[config.mk]
export PLATFORM = sky130hd
export DESIGN_NAME = fat_chain_extent_builder_top
export DESIGN_NICKNAME = d
export VERILOG_FILES = /design/src/hw/rtl/fce_pkg.sv /design/src/hw/rtl/fat_chain_extent_builder_top.sv
export SDC_FILE = /design/constraint.sdc
export NUM_CORES = 1
export LEC_CHECK = 0
export BUFFER_PORTS_ARGS = -buffer_cell sky130_fd_sc_hd__buf_2
export CORE_MARGIN = 5
export CORE_UTILIZATION = 50
export CTS_BUF_LIST = sky130_fd_sc_hd__clkbuf_2
export CTS_CLUSTER_SIZE = 24
export DETAILED_ROUTE_END_ITERATION = 16
export HOLD_SLACK_MARGIN = 0.06
export PLACE_DENSITY = 0.71
export SKIP_CTS_REPAIR_TIMING = 1
export SYNTH_ARGS = -nofsm -noshare
export SYNTH_HDL_FRONTEND = slang
export SYNTH_SLANG_ARGS = --single-unit
[constraint.sdc]
create_clock -name i_clk -period 9.9 [get_ports i_clk]
set_input_delay 0.495 -clock i_clk [delete_from_list [all_inputs] [get_ports i_clk]]
set_output_delay 0.495 -clock i_clk [all_outputs]
set_load 0.03 [all_outputs]
[src/hw/rtl/fce_pkg.sv]
// Package: shared constants, codes and FAT value look-ups for the extent builder.
package fce_pkg;

    localparam int unsigned CLU_W   = 28;
    localparam int unsigned ENTRY_W = 32;
    localparam int unsigned SIZE_W  = 32;
    localparam int unsigned KIND_W  = 2;
    localparam int unsigned LOG2_W  = 5;
    localparam int unsigned IDX_W   = 2;
    localparam int unsigned CFG_W   = 32;
    localparam int unsigned COVER_W = CLU_W + (1 << LOG2_W) - 1;

    localparam logic [CLU_W-1:0] CLU_MAX = 28'hFFF_FFFF;

    typedef enum logic [1:0] {
        OUT_RUN      = 2'd0,
        OUT_FINAL    = 2'd1,
        OUT_BADENTRY = 2'd2,
        OUT_SHORT    = 2'd3
    } t_outcome;

    typedef enum logic [IDX_W-1:0] {
        REG_FAT_KIND      = 2'd0,
        REG_START_CLUSTER = 2'd1,
        REG_FILE_BYTES    = 2'd2,
        REG_CLUSTER_LOG2  = 2'd3
    } t_reg_idx;

    typedef enum logic [KIND_W-1:0] {
        KIND_FAT12 = 2'd0,
        KIND_FAT16 = 2'd1,
        KIND_FAT32 = 2'd2,
        KIND_RSVD  = 2'd3
    } t_fat_kind;

    localparam logic [KIND_W-1:0] KIND_RESET    = 2'd2;
    localparam logic [CLU_W-1:0]  START_RESET   = 28'd2;
    localparam logic [SIZE_W-1:0] SIZE_RESET    = 32'd0;
    localparam logic [LOG2_W-1:0] LOG2_RESET    = 5'd12;

    function automatic logic [CLU_W-1:0] end_value(input logic [KIND_W-1:0] kind);
        logic [CLU_W-1:0] val;
        unique case (t_fat_kind'(kind))
            KIND_FAT12: val = 28'h000_0FF8;
            KIND_FAT16: val = 28'h000_FFF8;
            KIND_FAT32: val = 28'hFFF_FFF8;
            KIND_RSVD:  val = 28'hFFF_FFF8;
            default:    val = 28'hFFF_FFF8;
        endcase
        return val;
    endfunction

    function automatic logic [CLU_W-1:0] bad_value(input logic [KIND_W-1:0] kind);
        logic [CLU_W-1:0] val;
        unique case (t_fat_kind'(kind))
            KIND_FAT12: val = 28'h000_0FF7;
            KIND_FAT16: val = 28'h000_FFF7;
            KIND_FAT32: val = 28'hFFF_FFF7;
            KIND_RSVD:  val = 28'hFFF_FFF7;
            default:    val = 28'hFFF_FFF7;
        endcase
        return val;
    endfunction

endpackage

[src/hw/rtl/fat_chain_extent_builder_top.sv]
// Top level: FAT cluster chain walker that emits runs of consecutive clusters.
//
// One FAT entry word is taken per cycle on the slave stream unless a result is
// held waiting on the master side; each entry is classified in a single pass
// between the input register and the result register, so the sustained rate
// is one entry per cycle while results are taken. A result waiting for the
// master side holds the entry behind it. An entry yields at most one result
// word: a finished run when the chain jumps, the final run at end of chain,
// or an error (bad/free/reserved entry, or chain shorter than the file) with
// zero offset and cluster. After a final run or an error the next entry
// starts a new walk at the start cluster. The user must write registers through
// the plain write port while no entry is in flight; the block does not enforce it.
module fat_chain_extent_builder_top (
    input  logic                         i_clk,
    input  logic                         i_rst_n,
    input  logic                         i_cfg_we,
    input  logic [fce_pkg::IDX_W-1:0]    i_cfg_idx,
    input  logic [fce_pkg::CFG_W-1:0]    i_cfg_wdata,
    input  logic                         i_s_axis_tvalid,
    output logic                         o_s_axis_tready,
    input  logic [31:0]                  i_s_axis_tdata,  // [31:0] table_entry
    output logic                         o_m_axis_tvalid,
    input  logic                         i_m_axis_tready,
    output logic [55:0]                  o_m_axis_tdata,  // [27:0] run_offset, [55:28] run_cluster
    output logic [1:0]                   o_m_axis_tuser   // [1:0] outcome
);

    localparam int unsigned CW = fce_pkg::CLU_W;

    logic [fce_pkg::KIND_W-1:0] r_fat_kind;
    logic [CW-1:0]              r_start_cluster;
    logic [fce_pkg::SIZE_W-1:0] r_file_bytes;
    logic [fce_pkg::LOG2_W-1:0] r_log2;

    logic                        r_in_valid;
    logic [fce_pkg::ENTRY_W-1:0] r_in_entry;

    logic [CW-1:0] r_walk_cluster, n_walk_cluster;
    logic [CW-1:0] r_clusters_seen, n_clusters_seen;
    logic [CW-1:0] r_run_offset, n_run_offset;
    logic [CW-1:0] r_run_cluster, n_run_cluster;
    logic          r_walk_active, n_walk_active;

    logic              r_out_valid;
    logic [CW-1:0]     r_out_offset, n_out_offset;
    logic [CW-1:0]     r_out_cluster, n_out_cluster;
    fce_pkg::t_outcome r_out_code, n_out_code;

    logic                         w_adv;
    logic                         w_has_res;
    logic [CW-1:0]                w_v;
    logic [CW-1:0]                w_wc;
    logic [CW-1:0]                w_cs;
    logic [CW-1:0]                w_rso;
    logic [CW-1:0]                w_rsc;
    logic                         w_is_bad;
    logic                         w_is_end;
    logic                         w_is_next;
    logic                         w_short;
    logic [fce_pkg::COVER_W-1:0]  w_covered;

    assign w_adv           = r_in_valid && (!r_out_valid || i_m_axis_tready);
    assign o_s_axis_tready = !r_in_valid || w_adv;

    assign w_v   = r_in_entry[CW-1:0];
    assign w_wc  = r_walk_active ? r_walk_cluster  : r_start_cluster;
    assign w_cs  = r_walk_active ? r_clusters_seen : CW'(1);
    assign w_rso = r_walk_active ? r_run_offset    : '0;
    assign w_rsc = r_walk_active ? r_run_cluster   : r_start_cluster;

    assign w_is_bad  = (w_v == CW'(0)) || (w_v == CW'(1)) || (w_v == fce_pkg::bad_value(r_fat_kind));
    assign w_is_end  = (w_v >= fce_pkg::end_value(r_fat_kind));
    assign w_is_next = ({1'b0, w_v} == ({1'b0, w_wc} + (CW+1)'(1)));
    assign w_covered = fce_pkg::COVER_W'(w_cs) << r_log2;
    assign w_short   = (w_covered < fce_pkg::COVER_W'(r_file_bytes));

    always_comb begin
        n_walk_cluster  = w_wc;
        n_clusters_seen = w_cs;
        n_run_offset    = w_rso;
        n_run_cluster   = w_rsc;
        n_walk_active   = 1'b0;
        n_out_offset    = w_rso;
        n_out_cluster   = w_rsc;
        n_out_code      = fce_pkg::OUT_RUN;
        w_has_res       = 1'b1;
        priority if (w_is_bad) begin
            n_out_offset = '0;
            n_out_cluster = '0;
            n_out_code = fce_pkg::OUT_BADENTRY;
        end else if (w_is_end) begin
            if (w_short) begin
                n_out_offset = '0;
                n_out_cluster = '0;
                n_out_code = fce_pkg::OUT_SHORT;
            end else begin
                n_out_code = fce_pkg::OUT_FINAL;
            end
        end else begin
            n_walk_active  = 1'b1;
            n_walk_cluster = w_v;
            w_has_res      = !w_is_next;
            if (!w_is_next) begin
                n_run_offset  = w_cs;
                n_run_cluster = w_v;
            end
            if (w_cs < fce_pkg::CLU_MAX) begin
                n_clusters_seen = w_cs + CW'(1);
            end
        end
    end

    always_ff @(posedge i_clk) begin
        if (!i_rst_n) begin
            r_fat_kind      <= fce_pkg::KIND_RESET;
            r_start_cluster <= fce_pkg::START_RESET;
            r_file_bytes    <= fce_pkg::SIZE_RESET;
            r_log2          <= fce_pkg::LOG2_RESET;
        end else if (i_cfg_we) begin
            unique case (fce_pkg::t_reg_idx'(i_cfg_idx))
                fce_pkg::REG_FAT_KIND:      r_fat_kind      <= i_cfg_wdata[fce_pkg::KIND_W-1:0];
                fce_pkg::REG_START_CLUSTER: r_start_cluster <= i_cfg_wdata[CW-1:0];
                fce_pkg::REG_FILE_BYTES:    r_file_bytes    <= i_cfg_wdata[fce_pkg::SIZE_W-1:0];
                fce_pkg::REG_CLUSTER_LOG2:  r_log2          <= i_cfg_wdata[fce_pkg::LOG2_W-1:0];
                default: ;
            endcase
        end
    end

    always_ff @(posedge i_clk) begin
        if (!i_rst_n) begin
            r_in_valid <= 1'b0;
        end else if (o_s_axis_tready) begin
            r_in_valid <= i_s_axis_tvalid;
        end
    end

    always_ff @(posedge i_clk) begin
        if (o_s_axis_tready && i_s_axis_tvalid) begin
            r_in_entry <= i_s_axis_tdata;
        end
    end

    always_ff @(posedge i_clk) begin
        if (!i_rst_n) begin
            r_walk_active   <= 1'b0;
            r_clusters_seen <= CW'(1);
            r_walk_cluster  <= '0;
            r_run_offset    <= '0;
            r_run_cluster   <= '0;
        end else if (w_adv) begin
            r_walk_active   <= n_walk_active;
            r_clusters_seen <= n_clusters_seen;
            r_walk_cluster  <= n_walk_cluster;
            r_run_offset    <= n_run_offset;
            r_run_cluster   <= n_run_cluster;
        end
    end

    always_ff @(posedge i_clk) begin
        if (!i_rst_n) begin
            r_out_valid <= 1'b0;
        end else if (w_adv) begin
            r_out_valid <= w_has_res;
        end else if (i_m_axis_tready) begin
            r_out_valid <= 1'b0;
        end
    end

    always_ff @(posedge i_clk) begin
        if (w_adv && w_has_res) begin
            r_out_offset  <= n_out_offset;
            r_out_cluster <= n_out_cluster;
            r_out_code    <= n_out_code;
        end
    end

    assign o_m_axis_tvalid = r_out_valid;
    assign o_m_axis_tdata  = {r_out_cluster, r_out_offset};
    assign o_m_axis_tuser  = r_out_code;

    a_err_zero: assert property (@(posedge i_clk) disable iff (!i_rst_n)
        r_out_valid && (r_out_code == fce_pkg::OUT_BADENTRY || r_out_code == fce_pkg::OUT_SHORT)
        |-> (r_out_offset == '0) && (r_out_cluster == '0))
        else $error("error result carries non-zero run fields");

    a_end_stops_walk: assert property (@(posedge i_clk) disable iff (!i_rst_n)
        w_adv && (w_is_bad || w_is_end) |=> !r_walk_active && r_out_valid)
        else $error("terminating entry left walk active or gave no result");

    a_seen_nonzero: assert property (@(posedge i_clk) disable iff (!i_rst_n)
        r_clusters_seen != '0)
        else $error("cluster counter reached zero");

    a_in_hold: assert property (@(posedge i_clk) disable iff (!i_rst_n)
        r_in_valid && !w_adv |=> r_in_valid && $stable(r_in_entry))
        else $error("input word lost while stalled");

    a_link_keeps_walk: assert property (@(posedge i_clk) disable iff (!i_rst_n)
        w_adv && !w_is_bad && !w_is_end |=> r_walk_active && (r_walk_cluster == $past(w_v)))
        else $error("link entry did not advance the walk");

endmodule

; After elaboration in Yosys (flattened, before gate mapping)
; Cells that the tools add are included.
; W data, S select, Z words.
[word_totals]
regBits = 268
inputBits = 71
out_inout_bits = 60
elab_cells = 81
[classes]
addsub = 2
order_cmp = 3
n_eq_ne = 9
shift = 1
mux = 29
n_bitwise = 1
n_reduce_logical = 20
[op_table]
columns = operator, n
row1 = $mux W28, 19
row2 = $pmux W28 S3, 2
row3 = $lt A59 B32 Y1, 1
row4 = $shl A28 B5 Y59, 1
row5 = $add A28 B1 Y29 const B, 1
row6 = $eq A28 B29 Y1, 1
row7 = $add A28 B1 Y28 const B, 1
row8 = $eq A28 B1 Y1 const B, 1
row9 = $eq A28 B28 Y1, 1
row10 = $ge A28 B28 Y1, 1
row11 = $logic_not A28 Y1, 1
row12 = $lt A28 B28 Y1 const B, 1
row13 = $eq A2 B2 Y1 const B, 4
row14 = $reduce_and A2 Y1, 4
row15 = $mux W1, 6
row16 = $eq A2 B1 Y1 const B, 2
row17 = $logic_not A2 Y1, 2
row18 = $logic_or A1 B1 Y1, 4
row19 = $mux W2, 2
row20 = $reduce_or A2 Y1, 2
row21 = $logic_and A1 B1 Y1, 3
row22 = $logic_not A1 Y1, 3
row23 = $reduce_bool A2 Y1, 1
row24 = $not A1 Y1, 1

; Logic depth before layout (Yosys ltp)
[depth]
word_depth = 7
ltp_mapped = 26

; Worst setup path after synthesis
; No wires, ideal clock.
[synth_timing]
kind = register to register
from = register r_walk_active
to = register r_out_code[0], in the netlist o_m_axis_tuser[0] (enable)
setup_time_ns = 0.495
arrival_ns = 6.140
required_ns = 9.405
setup_slack_ns = 3.266
stages_incl_launch_ff = 20
path_buffers = 8
synth_period_minus_slack_ns = 6.634
cell_sequence = dfxtp_1 buf_6 buf_6 buf_6 buf_2 buf_6 buf_4 buf_4 clkbuf_1 nand2_1 nand2_1 ha_1 and4_1 o21a_1 nand4_1 nor3b_1 xnor2_1 nor4_1 and4_1 a21oi_1
[synth_via]
elab_chain_len = 7
[synth_rtl]
columns = item, line_no
row1 = from (decl), fat_chain_extent_builder_top.sv:42  ; logic r_walk_active, n_walk_active;
row2 = from (signal assigned), fat_chain_extent_builder_top.sv:152  ; r_walk_active <= n_walk_active;
row3 = $mux W28, fat_chain_extent_builder_top.sv:66  ; assign w_wc = r_walk_active ? r_walk_cluster : r_start_cluster;
row4 = $add A28 B1 Y29, fat_chain_extent_builder_top.sv:73  ; assign w_is_next = ({1'b0, w_v} == ({1'b0, w_wc} + (CW+1)'(1)));
row5 = $eq A28 B29 Y1, fat_chain_extent_builder_top.sv:73
row6 = $logic_not A1 Y1, -
row7 = $mux W1, fat_chain_extent_builder_top.sv:91  ; end else if (w_is_end) begin
row8 = $mux W1, fat_chain_extent_builder_top.sv:87  ; priority if (w_is_bad) begin
row9 = $logic_and A1 B1 Y1, fat_chain_extent_builder_top.sv:171  ; if (w_adv && w_has_res) begin
row10 = to (signal assigned), fat_chain_extent_builder_top.sv:174  ; r_out_code <= n_out_code;
row11 = to (decl), fat_chain_extent_builder_top.sv:47  ; fce_pkg::t_outcome r_out_code, n_out_code;
; Every way passes these cells.
; A chain may end at the register's enable or synchronous reset.

; Worst setup path in the final report
[layout_timing]
from = register r_walk_active
to = register r_run_offset[26]
[layout_via]
elab_chain_len = 6
elab_cells_between_ends = 8
classes_between = add/sub: 1 / eq/ne: 1 / mux: 6
[layout_rtl]
columns = item, line_no
row1 = $mux W28, fat_chain_extent_builder_top.sv:66
row2 = $add A28 B1 Y29, fat_chain_extent_builder_top.sv:73
row3 = $eq A28 B29 Y1, fat_chain_extent_builder_top.sv:73
row4 = $mux W28, fat_chain_extent_builder_top.sv:103  ; if (!w_is_next) begin
row5 = $mux W28, fat_chain_extent_builder_top.sv:91
row6 = $mux W28 (*), fat_chain_extent_builder_top.sv:87
row7 = to (signal assigned), fat_chain_extent_builder_top.sv:155  ; r_run_offset <= n_run_offset;
row8 = to (decl), fat_chain_extent_builder_top.sv:40  ; logic [CW-1:0] r_run_offset, n_run_offset;
; Every way passes the cells marked *; elsewhere a longest branch is shown, timed or not.

==> key figures <==
Outcome
  • Outcome: complete, no violations

Timing
  • Setup_tns: 0 ps
  • Peak Freq: 170 MHz
  • Rel. slew slack: 0.231
  • Final hold vios: 0
  • Final Max Tran Viols: 0
  • RSZ-0062 raised after global routing: false
  • Fin crit share: 0.593
  • Hold slack: 111 ps
  • Worst-margin pin slew: 1150 ps
  • Final setup vio count: 0
  • Period minus WS final: 5870 ps
  • Clk_skew: 72.6 ps

Yosys
  • Async SR Flop Fraction: 0
  • Yosys cell types: 82
  • Mapped Area: 15,700 um2
  • Avg Inst Size Synth: 8.71 um2
  • Post-synth EDFFs: 86
  • Most used flip-flop cell after synthesis: dfxtp_1
  • Yosys Warn Count: 0
  • Main area contributors after synthesis: dfxtp_1 23%, edfxtp_1 16%, nand2_1 6.5%, mux2i_1 5.5%, nor2_1 4.6%
  • FF+latch count, synth: 268
  • Yosys top cell by area: dfxtp_1
  • Mapped Cells: 1,802
  • Mapped Nets: 1,922
  • Sequential area share after synthesis: 0.397
  • Top cell type's share of synthesized area: 0.232

Global routing
  • First-pass GRT wire length: 70,900 um
  • Grt ovf: 0
  • Initial antenna violation count: 1
  • Vias in the first global route: 13,500
  • Total track usage: 0.243
  • Pin count of the biggest net entering global routing: 199

Power and ir drop
  • Cell Pwr Density: 134 nW/um2
  • Sw Ratio: 0.312
  • Max VDD drop: 0.0813 mV
  • Cell internal pwr: 1.63 mW
  • Combinational share of power: 0.150
  • Pwr Total: 2.37 mW
  • Clock power share: 0.332
  • Leakage: 7.45 nW
  • Part of the power in registers: 0.518
  • Sw power: 0.738 mW

Setup path
  • Crit. End Element: register
  • Reg-to-reg endpoint: r_run_offset[26]
  • Worst Setup Start Kind: register
  • Critical path class: reg -> reg
  • Reg-to-reg startpoint: r_walk_active
  • Required time of the critical path: 10,690 ps
  • Critical Path Source: r_walk_active
  • Critical Path AT: 6660 ps
  • Worst Path Max Fanout: 198
  • Worst reg2reg setup slack: 4030 ps
  • R2R cell count: 13

Finish
  • Commonest cells after routing, fill and taps aside: 271 x nand2_1, 191 x nor2_1, 181 x dfxtp_1
  • Fillers: 2,847
  • NumNets Final: 2,069
  • Layout area overhead: 12.8%
  • Fraction of final layout cells sized beyond drive strength 1: 0.167
  • Design Area, Final: 17,700 um2
  • Leading cell type in the layout, fill and taps excluded: nand2_1

Place
  • Port Buf Inserts: 126
  • Placed cell area: 16,400 um2
  • GPL Wtd Cong: 0.943
  • Post-DP HPWL: 30,400 um

Floorplan
  • # IOs: 131
  • Initial core utilization: 0.509
  • Die height: 187 um
  • Die width: 187 um
  • Core ar.: 30,800 um2
  • Die area: 35,000 um2
  • Rows: 64

Min path
  • Hold Crit Depth: 3
  • Hold Startpoint: i_cfg_we
  • HP Class: in -> reg
  • Hold path endpoint: r_fat_kind[1]

Route
  • Initial DRC Count: 1,208
  • WL per Instance: 18.6 um
  • DRT Wirelength: 44,700 um
  • ANT nets after route: 0
  • Via count: 14,200
  • Via density: 5.94
  • Remaining DRCs: 0
  • Initial DRT Pass Iterations: 6

Clock tree
  • Clock latency on the worst-skew pair: 890 ps
  • Reg clk slew, reported paths: 100 ps
  • H-tree Lvls: 3
  • CTS root buf: clkbuf_2
  • Clk sink count: 268
  • CTS tree: built
  • CTS Buffer Depth: 3
  • Total CTS buffers: 71

Flow run
  • # Max-Cap Violations: 0
[cells by family after synthesis]
kind of cell               synth area share
and+or+nand+nor                       0.217
AOI/OAI and AO/OA                     0.170
DFF                                   0.397
buffers and inverters                0.0500
muxes                                 0.102
adders and majority gates            0.0391
xor gates and xnor gates             0.0257
[worst max-delay path by stage]
| stage | end | slack (ps) | cells after the start |
|---|---|---|---|
| 3_3_place_gp | r_run_offset[26] | 4240 | 13 |
| 5_1_grt | r_out_cluster[26] | 3550 | 18 |
| 6_report | r_run_offset[26] | 4030 | 13 |
| 2_1_floorplan | o_m_axis_tuser[0] | 3270 | 19 |
| 3_5_place_dp | r_out_cluster[26] | 4150 | 18 |
| 4_1_cts | r_run_offset[26] | 4090 | 13 |
[sequential cells by signal, indices dropped and copies added, names as in the netlist]
signal           cells
r_run_offset        28
r_clusters_seen     28
r_start_cluster     28
r_file_bytes        32
r_in_valid           1
r_in_entry          28
o_m_axis_tvalid      1
r_out_cluster       28
r_log2               5
r_walk_active        1
o_m_axis_tuser       2
r_fat_kind           2
r_walk_cluster      28
r_run_cluster       28
r_out_offset        28
[cell usage after synthesis, types with 6 or more instances]
library cell	n
mux2_2	30
nand3_1	57
a31oi_1	12
o21ai_0	48
a21o_1	23
clkbuf_1	88
and2_1	13
buf_4	8
nand3b_1	6
dfxtp_1	182
buf_6	6
nor3b_1	6
nand4b_1	8
nor4_1	13
o21a_1	8
nor2_1	193
nand2_1	271
ha_1	49
edfxtp_1	86
o22ai_1	11
mux2i_1	86
buf_2	18
inv_1	45
mux4_2	17
xor2_1	13
nand4_1	29
a21oi_1	140
and3_1	13
nor2b_1	11
xnor2_1	33
o211ai_1	18
buf_1	14
a22o_1	26
nor3_1	68
o211a_1	44
and4_1	8
or3_1	8
[final cells by class]
class	instances	area, um2	share of cell area
clock buffer	107	536	0.0302
sequential	268	6230	0.352
clock inverter	19	110	0.00622
multi-input combinational	1351	8730	0.493
antenna	1	2.50	0.000141
inverter	49	184	0.0104
timing repair buffer	208	1420	0.0803
tap	396	495	0.0280
[stage by stage]
stage / worst slack (ps) / instances / util
6_report: 4030 / 2399 / 0.574
5_1_grt: 3550 / 2399 / 0.574
4_1_cts: 4090 / 2333 / 0.553
3_5_place_dp: 4150 / 2207 / 0.532
3_3_place_gp: 4240 / 2207 / 0.532
2_1_floorplan: 3270 / 1802 / -
[critical path, cell delays in order, from the launching register on]
cell and delay (ps):
dfxtp_4 550, buf_12 690, mux2_2 450, ha_1 230, and4_1 250, o21a_1 310, or4b_1 540, a41oi_1 200
nor2_1 90, nor4b_1 500, a31oi_4 370, buf_4 370, o21ai_2 850, a22o_1 270
[metal layers]
| metal | track usage | vias up | share of wire |
|---|---|---|---|
| met2 | 0.386 | 486 | 0.46 |
| met1 | 0.330 | 6833 | 0.45 |
| met4 | 0.0802 | 0 | 0.023 |
| met3 | 0.0541 | 77 | 0.067 |
| li1 | - | 6849 | - |
| met5 | 0 | - | 0 |
[power by group through the flow]
| stage | Clock, mW | Sequential [mW] | Combinational (mW) |
|---|---|---|---|
| 2_1_floorplan | 0 | 1.26 | 0.224 |
| 3_3_place_gp | 0 | 1.25 | 0.323 |
| 3_5_place_dp | 0 | 1.25 | 0.331 |
| 4_1_cts | 0.810 | 1.23 | 0.333 |
| 5_1_grt | 0.864 | 1.23 | 0.389 |
| 6_report | 0.786 | 1.23 | 0.355 |
Note: power is estimated with default switching activity, not from simulation.
